**config.mk**
```make
export PLATFORM = sky130hd
export DESIGN_NAME = tlv_stream_walker_flat
export DESIGN_NICKNAME = d
export VERILOG_FILES = /design/src/tsw_pkg.sv /design/src/tlv_byte_if.sv /design/src/tlv_stream_walker.sv /design/src/flat_wrapper.sv
export VERILOG_INCLUDE_DIRS = /design/src /design/src/src
export SDC_FILE = /design/constraint.sdc
export NUM_CORES = 1
export LEC_CHECK = 0
export ABC_AREA = 0
export BUFFER_PORTS_ARGS = -buffer_cell sky130_fd_sc_hd__buf_2
export CAP_MARGIN = 20
export CORE_MARGIN = 3
export CORE_UTILIZATION = 43
export DETAILED_ROUTE_END_ITERATION = 6
export PLACE_DENSITY_LB_ADDON = 0.08
export RECOVER_POWER = 25
export SLEW_MARGIN = 5
export SYNTH_ARGS = -nofsm -noshare
export SYNTH_HDL_FRONTEND = slang
export SYNTH_SLANG_ARGS = --single-unit
```
**constraint.sdc**
```tcl
create_clock -name clk -period 9.7 [get_ports clk]
set_input_delay 1.94 -clock clk [delete_from_list [all_inputs] [get_ports clk]]
set_output_delay 1.94 -clock clk [all_outputs]
set_load 0.005 [all_outputs]
```
**src/tlv_stream_walker_defines.svh**
```systemverilog
// Assertion macros for the TLV stream walker.
// Each macro expects clk and arst_n in the scope where it is used.
`ifndef TLV_STREAM_WALKER_DEFINES_SVH
`define TLV_STREAM_WALKER_DEFINES_SVH

// Check that cons holds in the same cycle as ante.
`define TSW_ASSERT_SAME(label, ante, cons, msg) \
	label: assert property (@(posedge clk) disable iff (!arst_n) \
		(ante) |-> (cons)) else $error(msg);

// Check that cons holds in the cycle after ante.
`define TSW_ASSERT_NEXT(label, ante, cons, msg) \
	label: assert property (@(posedge clk) disable iff (!arst_n) \
		(ante) |=> (cons)) else $error(msg);

`endif

```
**src/tsw_pkg.sv**
```systemverilog
package tsw_pkg;

	// Fixed field widths
	localparam int unsigned FLEN_W  = 12;
	localparam int unsigned BYTE_W  = 8;
	localparam int unsigned LEN_W   = 16;
	localparam int unsigned IDX_W   = 11;
	localparam int unsigned CNT_W   = 10;
	localparam int unsigned KIND_W  = 2;

	localparam int unsigned FLEN_MAX        = (1 << FLEN_W) - 1;
	localparam int unsigned FRAME_BYTES_DEF = 2048;
	localparam int unsigned HDR_BYTES       = 3;

	localparam logic [CNT_W-1:0] CNT_MAX = '1;

	// Request opcodes
	localparam logic OP_DATA = 1'b0;
	localparam logic OP_END  = 1'b1;

	// Record kinds
	localparam logic [KIND_W-1:0] KIND_VALUE   = 2'd0;
	localparam logic [KIND_W-1:0] KIND_ZERO    = 2'd1;
	localparam logic [KIND_W-1:0] KIND_SUMMARY = 2'd2;

	typedef enum logic [1:0] {
		PH_TYPE,
		PH_LEN_LO,
		PH_LEN_HI,
		PH_VALUE
	} phase_t;

	typedef struct packed {
		logic [KIND_W-1:0] kind;
		logic [BYTE_W-1:0] elem_type;
		logic [LEN_W-1:0]  decl_length;
		logic [IDX_W-1:0]  value_index;
		logic [IDX_W-1:0]  elem_offset;
		logic [BYTE_W-1:0] value_byte;
		logic              value_last;
		logic              status;
		logic [CNT_W-1:0]  elem_count;
	} rec_t;

endpackage

```
**src/tlv_byte_if.sv**
```systemverilog
interface tlv_byte_if;
	import tsw_pkg::*;

	logic              valid;
	logic              ready;
	logic              op;
	logic [BYTE_W-1:0] data_byte;
	logic [FLEN_W-1:0] frame_length;

	modport source (output valid, output op, output data_byte, output frame_length,
		input ready);
	modport sink (input valid, input op, input data_byte, input frame_length,
		output ready);
endinterface

interface tlv_rec_if;
	import tsw_pkg::*;

	logic              valid;
	logic              ready;
	logic [KIND_W-1:0] kind;
	logic [BYTE_W-1:0] elem_type;
	logic [LEN_W-1:0]  decl_length;
	logic [IDX_W-1:0]  value_index;
	logic [IDX_W-1:0]  elem_offset;
	logic [BYTE_W-1:0] value_byte;
	logic              value_last;
	logic              status;
	logic [CNT_W-1:0]  elem_count;

	modport source (output valid, output kind, output elem_type, output decl_length,
		output value_index, output elem_offset, output value_byte, output value_last,
		output status, output elem_count, input ready);
	modport sink (input valid, input kind, input elem_type, input decl_length,
		input value_index, input elem_offset, input value_byte, input value_last,
		input status, input elem_count, output ready);
endinterface

```
**src/tlv_stream_walker.sv**
```systemverilog
// TLV stream walker: takes one frame byte or an end-of-frame marker per request
// and returns at most one record per request. A value byte comes out tagged with
// its element's type, declared length, index and frame offset; a zero-length
// element gives one record; the end-of-frame marker gives a summary (status,
// element count) and clears the walker for the next frame. A request is taken
// every cycle as long as the record register drains; each request is held in the
// input register and its record, if any, then goes into the record register.
// Bytes past the element area or after a truncation are dropped without a record.
// FRAME_BYTES caps the element area.
`include "tlv_stream_walker_defines.svh"

module tlv_stream_walker #(
	parameter int unsigned FRAME_BYTES = tsw_pkg::FRAME_BYTES_DEF
) (
	input logic        clk,
	input logic        arst_n,
	tlv_byte_if.sink   byte_ch,
	tlv_rec_if.source  rec_ch
);
	import tsw_pkg::*;

	localparam int unsigned CLAMP = (FRAME_BYTES > FLEN_MAX) ? FLEN_MAX : FRAME_BYTES;
	localparam int unsigned OFS_W = $clog2(CLAMP + 1);
	localparam logic [FLEN_W-1:0] CLAMP_LEN = FLEN_W'(CLAMP);

	// Input stage
	logic              valid_s1;
	logic              op_s1;
	logic [BYTE_W-1:0] byte_s1;
	logic [FLEN_W-1:0] flen_s1;

	// Walker state
	phase_t            phase_q, phase_d;
	logic [OFS_W-1:0]  scan_q, scan_d;
	logic [BYTE_W-1:0] type_q, type_d;
	logic [BYTE_W-1:0] len_lo_q, len_lo_d;
	logic [LEN_W-1:0]  len_q, len_d;
	logic [OFS_W-1:0]  idx_q, idx_d;
	logic [OFS_W-1:0]  start_q, start_d;
	logic [CNT_W-1:0]  cnt_q, cnt_d;
	logic              err_q, err_d;

	// Record register
	logic rec_valid_q;
	rec_t rec_q, rec_d;
	logic produce;

	logic adv_s1, fire_s1;

	logic [FLEN_W-1:0] eff_len;
	logic [OFS_W-1:0]  eff;
	logic [OFS_W-1:0]  remaining;
	logic [OFS_W-1:0]  rem_m1;
	logic [LEN_W-1:0]  len_full;
	logic              len_bad;
	logic              last;

	// Advance the input stage whenever the record register can take a result
	assign adv_s1        = !rec_valid_q || rec_ch.ready;
	assign fire_s1       = valid_s1 && adv_s1;
	assign byte_ch.ready = !valid_s1 || adv_s1;

	// Hold the request in the input stage
	always_ff @(posedge clk or negedge arst_n) begin
		if (!arst_n) begin
			valid_s1 <= 1'b0;
		end else if (byte_ch.ready) begin
			valid_s1 <= byte_ch.valid;
		end
	end

	always_ff @(posedge clk) begin
		if (byte_ch.ready && byte_ch.valid) begin
			op_s1   <= byte_ch.op;
			byte_s1 <= byte_ch.data_byte;
			flen_s1 <= byte_ch.frame_length;
		end
	end

	// Bounds of the element area for this request
	assign eff_len   = (flen_s1 < CLAMP_LEN) ? flen_s1 : CLAMP_LEN;
	assign eff       = OFS_W'(eff_len);
	assign remaining = eff - scan_q;
	assign rem_m1    = remaining - 1'b1;
	assign len_full  = {byte_s1, len_lo_q};
	assign len_bad   = (17'(len_full) > 17'(rem_m1));
	assign last      = ((17'(idx_q) + 17'd1) >= 17'(len_q));

	// Next state and record
	always_comb begin
		phase_d  = phase_q;
		scan_d   = scan_q;
		type_d   = type_q;
		len_lo_d = len_lo_q;
		len_d    = len_q;
		idx_d    = idx_q;
		start_d  = start_q;
		cnt_d    = cnt_q;
		err_d    = err_q;
		produce  = 1'b0;
		rec_d    = '0;

		if (op_s1 == OP_END) begin
			// Report the frame and clear for the next one
			produce          = 1'b1;
			rec_d.kind       = KIND_SUMMARY;
			rec_d.status     = err_q || (scan_q != eff);
			rec_d.elem_count = cnt_q;
			phase_d  = PH_TYPE;
			scan_d   = '0;
			type_d   = '0;
			len_lo_d = '0;
			len_d    = '0;
			idx_d    = '0;
			start_d  = '0;
			cnt_d    = '0;
			err_d    = 1'b0;
		end else if (!err_q && (scan_q < eff)) begin
			unique case (phase_q)
				PH_TYPE: begin
					if (remaining < OFS_W'(HDR_BYTES)) begin
						err_d = 1'b1;
					end else begin
						type_d  = byte_s1;
						start_d = scan_q;
						phase_d = PH_LEN_LO;
						scan_d  = scan_q + 1'b1;
					end
				end
				PH_LEN_LO: begin
					len_lo_d = byte_s1;
					phase_d  = PH_LEN_HI;
					scan_d   = scan_q + 1'b1;
				end
				PH_LEN_HI: begin
					if (len_bad) begin
						err_d = 1'b1;
					end else begin
						if (cnt_q != CNT_MAX) begin
							cnt_d = cnt_q + 1'b1;
						end
						len_d  = len_full;
						idx_d  = '0;
						scan_d = scan_q + 1'b1;
						if (len_full == '0) begin
							produce            = 1'b1;
							rec_d.kind         = KIND_ZERO;
							rec_d.elem_type    = type_q;
							rec_d.decl_length  = len_full;
							rec_d.elem_offset  = IDX_W'(start_q);
							phase_d            = PH_TYPE;
						end else begin
							phase_d = PH_VALUE;
						end
					end
				end
				PH_VALUE: begin
					produce            = 1'b1;
					rec_d.kind         = KIND_VALUE;
					rec_d.elem_type    = type_q;
					rec_d.decl_length  = len_q;
					rec_d.value_index  = IDX_W'(idx_q);
					rec_d.elem_offset  = IDX_W'(start_q);
					rec_d.value_byte   = byte_s1;
					rec_d.value_last   = last;
					idx_d  = idx_q + 1'b1;
					scan_d = scan_q + 1'b1;
					if (last) begin
						phase_d = PH_TYPE;
					end
				end
				default: begin
					phase_d = PH_TYPE;
				end
			endcase
		end
	end

	// Advance walker state on each processed request
	always_ff @(posedge clk or negedge arst_n) begin
		if (!arst_n) begin
			phase_q  <= PH_TYPE;
			scan_q   <= '0;
			type_q   <= '0;
			len_lo_q <= '0;
			len_q    <= '0;
			idx_q    <= '0;
			start_q  <= '0;
			cnt_q    <= '0;
			err_q    <= 1'b0;
		end else if (fire_s1) begin
			phase_q  <= phase_d;
			scan_q   <= scan_d;
			type_q   <= type_d;
			len_lo_q <= len_lo_d;
			len_q    <= len_d;
			idx_q    <= idx_d;
			start_q  <= start_d;
			cnt_q    <= cnt_d;
			err_q    <= err_d;
		end
	end

	// Load the record register
	always_ff @(posedge clk or negedge arst_n) begin
		if (!arst_n) begin
			rec_valid_q <= 1'b0;
		end else if (adv_s1) begin
			rec_valid_q <= fire_s1 && produce;
		end
	end

	always_ff @(posedge clk) begin
		if (fire_s1 && produce) begin
			rec_q <= rec_d;
		end
	end

	assign rec_ch.valid        = rec_valid_q;
	assign rec_ch.kind         = rec_q.kind;
	assign rec_ch.elem_type    = rec_q.elem_type;
	assign rec_ch.decl_length  = rec_q.decl_length;
	assign rec_ch.value_index  = rec_q.value_index;
	assign rec_ch.elem_offset  = rec_q.elem_offset;
	assign rec_ch.value_byte   = rec_q.value_byte;
	assign rec_ch.value_last   = rec_q.value_last;
	assign rec_ch.status       = rec_q.status;
	assign rec_ch.elem_count   = rec_q.elem_count;

	// A truncation sticks until the end-of-frame request
	`TSW_ASSERT_NEXT(a_err_sticky, err_q && !(fire_s1 && op_s1 == OP_END), err_q, "error flag dropped inside a frame")
	// A summary leaves the walker cleared
	`TSW_ASSERT_NEXT(a_sum_clears, fire_s1 && op_s1 == OP_END, scan_q == '0 && cnt_q == '0 && !err_q && phase_q == PH_TYPE, "walker not cleared after summary")
	// The scan offset never passes the capped frame size
	`TSW_ASSERT_SAME(a_scan_bound, 1'b1, 32'(scan_q) <= CLAMP, "scan offset beyond frame cap")
	// Only value records carry a last flag
	`TSW_ASSERT_SAME(a_last_kind, rec_valid_q && rec_q.value_last, rec_q.kind == KIND_VALUE, "last flag on non-value record")

endmodule

```
**src/flat_wrapper.sv**
```systemverilog
// flat-port wrapper written by rule: the top's interface ports become plain ports
module tlv_stream_walker_flat import tsw_pkg::*;
#(
	parameter int unsigned FRAME_BYTES = tsw_pkg::FRAME_BYTES_DEF
)
  (clk, arst_n, byte_ch_valid, byte_ch_op, byte_ch_data_byte, byte_ch_frame_length, byte_ch_ready, rec_ch_valid, rec_ch_kind, rec_ch_elem_type, rec_ch_decl_length, rec_ch_value_index, rec_ch_elem_offset, rec_ch_value_byte, rec_ch_value_last, rec_ch_status, rec_ch_elem_count, rec_ch_ready);
  tlv_byte_if byte_ch_i ();
  tlv_rec_if rec_ch_i ();
  input logic clk;
  input logic arst_n;
  input wire logic [$bits(byte_ch_i.valid)-1:0] byte_ch_valid;
  input wire logic [$bits(byte_ch_i.op)-1:0] byte_ch_op;
  input wire logic [$bits(byte_ch_i.data_byte)-1:0] byte_ch_data_byte;
  input wire logic [$bits(byte_ch_i.frame_length)-1:0] byte_ch_frame_length;
  output wire logic [$bits(byte_ch_i.ready)-1:0] byte_ch_ready;
  output wire logic [$bits(rec_ch_i.valid)-1:0] rec_ch_valid;
  output wire logic [$bits(rec_ch_i.kind)-1:0] rec_ch_kind;
  output wire logic [$bits(rec_ch_i.elem_type)-1:0] rec_ch_elem_type;
  output wire logic [$bits(rec_ch_i.decl_length)-1:0] rec_ch_decl_length;
  output wire logic [$bits(rec_ch_i.value_index)-1:0] rec_ch_value_index;
  output wire logic [$bits(rec_ch_i.elem_offset)-1:0] rec_ch_elem_offset;
  output wire logic [$bits(rec_ch_i.value_byte)-1:0] rec_ch_value_byte;
  output wire logic [$bits(rec_ch_i.value_last)-1:0] rec_ch_value_last;
  output wire logic [$bits(rec_ch_i.status)-1:0] rec_ch_status;
  output wire logic [$bits(rec_ch_i.elem_count)-1:0] rec_ch_elem_count;
  input wire logic [$bits(rec_ch_i.ready)-1:0] rec_ch_ready;
  assign byte_ch_i.valid = byte_ch_valid;
  assign byte_ch_i.op = byte_ch_op;
  assign byte_ch_i.data_byte = byte_ch_data_byte;
  assign byte_ch_i.frame_length = byte_ch_frame_length;
  assign byte_ch_ready = byte_ch_i.ready;
  assign rec_ch_valid = rec_ch_i.valid;
  assign rec_ch_kind = rec_ch_i.kind;
  assign rec_ch_elem_type = rec_ch_i.elem_type;
  assign rec_ch_decl_length = rec_ch_i.decl_length;
  assign rec_ch_value_index = rec_ch_i.value_index;
  assign rec_ch_elem_offset = rec_ch_i.elem_offset;
  assign rec_ch_value_byte = rec_ch_i.value_byte;
  assign rec_ch_value_last = rec_ch_i.value_last;
  assign rec_ch_status = rec_ch_i.status;
  assign rec_ch_elem_count = rec_ch_i.elem_count;
  assign rec_ch_i.ready = rec_ch_ready;
  tlv_stream_walker #(.FRAME_BYTES(FRAME_BYTES)) u_core (.clk(clk), .arst_n(arst_n), .byte_ch(byte_ch_i), .rec_ch(rec_ch_i));
endmodule
```
==> metrics.txt <==
fin worst setup slack 3.050 ns; RSZ-0062 raised after global routing false; Longest Clk Path Bufs 2; final setup violation count 0; Die Width 147.6 um; failing checks max-capacitance violations, max-slew violations; area grow syn2layout 14.52%; synth warn 0; Tcrit/Tclk final 0.6856; Cells after Synth 768; # IOs 95; clk_lat worst skew between 0.4 and 0.5 ns; hold_buf cts 0; vias 6228; Fin Clk Skew 0.006946 ns; Syn Std Cell Area 8618 um^2; Data required, critical path roughly 9.8 ns; Port Buffers 94; CTS tree done; Detail Placement HPWL roughly 14000 um; Reg area 4725 um^2; Placer Congestion 0.8957; FMAX roughly 150 MHz; Sink Count 171; max-slew violations 66; antenna violations before repair 0; max cap viols 1; total negative slack 0 ns; syn_area_per_cell 11.22 um^2; Wirelength per Cell roughly 18 um; Final Critical Period 6.650 ns; clock share of power 0.303; Yosys top cell by area edfxtp_1; Initial Utilization 0.4399; P_int roughly 1.4 mW; sw frac 0.3456; grt ovf 0; Slew @ Worst Pin 3.590 ns; vias per cell 5.507; Relative slew margins -1.394; vias in the first global route around 6100; top-count cell post-synth edfxtp_1; DRT Wirelength between 20000 and 25000 um; register area share after synthesis 0.5482; Async S/R FF share, synth 0.4795; Setup CP Type reg2reg; CP Capture Type flip-flop; Slowest-stage cell, CP nor2_4; Seq pwr share 0.424; Arr. time, crit path 6.72 ns; crit-path cells nand2b_1 > ha_1 > inv_1 > fa_1 > a21o_1 > a21o_1 > or3_1 > a31oi_2 > or4b_1 > nor2_1 > xnor2_1 > ha_1 > a21oi_1 > o21a_1 > o211ai_1 > o22ai_1 > and2_1 > or2_2 > a21oi_1 > nor2_4 > buf_4; peak supply drop 0.1171 mV; Min-Delay Path Class reg2reg; Yosys top cell area share 0.3101; leakage power roughly 4.3 nW; post-CTS setup buffer count 0; H-tree levels 4; clk root buf clkbuf_16; Unique masters post-synth 67; DRT antenna net count 0; Most used DFF post-synth edfxtp_1; Synth Net Count 837; die area 21780 um^2; P per Cell Area 222.7 nW/um^2; Buf/Inv on CP 2; GRT Util Overall 0.1877; largest net degree at the start of global routing 82; Critical Path Max Stage Delay 0.70 ns; Fin. Hold Viols 0; total CTS buffers 17; R2R setup slack 3.05 ns; die height 147.6 um; family with the most delay on the worst path simple AND/OR/NAND/NOR gates; top post-synthesis cells by count edfxtp_1 (89), dfrtp_1 (82), nor2_1 (52); layout cells sized above 1 0.1663; final net count between 900 and 1000; FP Rows 51; Net Sw Power 759.5 uW; count of flip-flops with a built-in enable after synthesis roughly 90; post-CTS resize count 0; status complete, but fails checks; DRC 0; Tot Pwr approximately 2.2 mW; final antenna diode count 0; clk slew on worst S/H paths 0.07 ns; fillers between 1500 and 2000; Synth Register Bits between 150 and 200; first-pass GRT wire length about 33000 um; area of the multi-input gates approximately 3500 um^2; pre-CTS WS 3.044 ns; Detailed Routing Iterations Pass 1 5; largest cells by area after synthesis edfxtp_1 (31%), dfrtp_1 (24%), ha_1 (6.2%); initial DRC count 340; critical path launch point type flip-flop; CP max FO 40; Logic pwr share 0.273; area of the core 19590 um^2
==> final cells by class <==
class | instances | share of cell area
multi-input cells | 516 | 0.3597
clock inverters | 15 | 0.01534
inverters | 45 | 0.01711
clock buffers | 17 | 0.04310
repair buffers | 102 | 0.05248
well taps | 265 | 0.03360
flip-flops and latches | 171 | 0.4787
==> worst paths after layout <==
| kind | startpoint | to | cells after the start |
|---|---|---|---|
| worst min-delay path | u_core.len_q[8] | u_core.len_q[8] | 2 |
| max in group asynchronous | arst_n | u_core.cnt_q[9] | 3 |
| worst max-delay path | u_core.flen_s1[11] | u_core.rec_ch.elem_offset[2] | 21 |
| worst min register to register | u_core.len_q[8] | u_core.len_q[8] | 2 |
| min in group asynchronous | arst_n | u_core.type_q[0] | 1 |
| worst max register to register | u_core.flen_s1[11] | u_core.rec_ch.elem_offset[2] | 21 |
==> placed cells by master (no fill, tap or decap), drive strengths merged, types with 3 or more instances in the layout <==
cell    netlist  routed
dfrtp        82      82
nor3b         3       3
or4           5       5
inv          44      51
o311ai        3       3
nor2b        16      16
xor2         12      12
xnor2        22      22
or3           6       6
nand2        43      43
edfxtp       89      89
nand4        18      18
mux2i         4       4
a21o          9       9
a211oi        4       4
o22ai         5       5
nor3         17      17
a221o         5       5
o21a          4       4
o211ai       13      13
or2           6       6
and3         31      31
and2         39      39
buf           9      98
nand2b        5       5
clkinv        1       8
clkbuf       27      21
a22o         34      34
ha           43      43
o21ai        27      27
nand4b        5       5
nor2         53      53
nor4          8       8
mux2          3       3
a21oi        21      21
nand3        25      25
a221oi        3       3
==> cell families after synthesis <==
kind of cell             synth area share
XOR/XNOR                          0.03455
adder cells (fa/ha/maj)           0.06475
flip-flops                         0.5482
multiplexers                     0.008566
buffers and inverters             0.04080
AO/OA/AOI/OAI                      0.1259
AND/OR/NAND/NOR                    0.1773
==> worst min-delay path: cells and delay by family, from the launching register on <==
family           cells  cell delay (ns)
DFF                  1             0.35
and+or+nand+nor      2             0.10
==> metrics by stage <==
step | instances | util | cell area (um^2) | hold slack [ns]
5_1_grt | 1131 | 0.5038 | 9869 | 0.5055
3_3_place_gp | 1097 | 0.4744 | 9293 | 0.4542
6_report | 1131 | 0.5038 | 9869 | 0.4760
3_5_place_dp | 1097 | 0.4744 | 9293 | 0.4569
4_1_cts | 1129 | 0.5038 | 9869 | 0.4812
2_1_floorplan | 768 | - | 8618 | 0.4244
==> sequential cells by signal (all words and copies together) (netlist names) <==
name	count
u_core.byte_s1	8
u_core.cnt_q	10
u_core.err_q	1
u_core.flen_s1	12
u_core.idx_q	12
u_core.len_lo_q	8
u_core.len_q	16
u_core.op_s1	1
u_core.phase_q	2
u_core.rec_ch.decl_length	16
u_core.rec_ch.elem_count	10
u_core.rec_ch.elem_offset	11
u_core.rec_ch.elem_type	8
u_core.rec_ch.kind	2
u_core.rec_ch.status	1
u_core.rec_ch.valid	1
u_core.rec_ch.value_byte	8
u_core.rec_ch.value_index	11
u_core.rec_ch.value_last	1
u_core.scan_q	12
u_core.start_q	11
u_core.type_q	8
u_core.valid_s1	1
==> metal layers <==
layer	up-vias	part of all wire	routed length (um)	global-route usage
met2	168	0.47	9514	0.3026
met4	0	0.0082	165	0.03681
met5	-	0	0	0
met3	12	0.048	952	0.04384
li1	2991	-	-	-
met1	3057	0.47	9401	0.2633
==> power groups by stage <==
| stage | clock [mW] | combinational (mW) | sequential [mW] |
|---|---|---|---|
| 6_report | 0.666 | 0.600 | 0.932 |
| 5_1_grt | 0.717 | 0.669 | 0.944 |
| 4_1_cts | 0.680 | 0.601 | 0.932 |
| 3_5_place_dp | 0 | 0.598 | 0.946 |
| 3_3_place_gp | 0 | 0.582 | 0.945 |
| 2_1_floorplan | 0 | 0.423 | 0.933 |
Power figures use the tool's default switching activity.
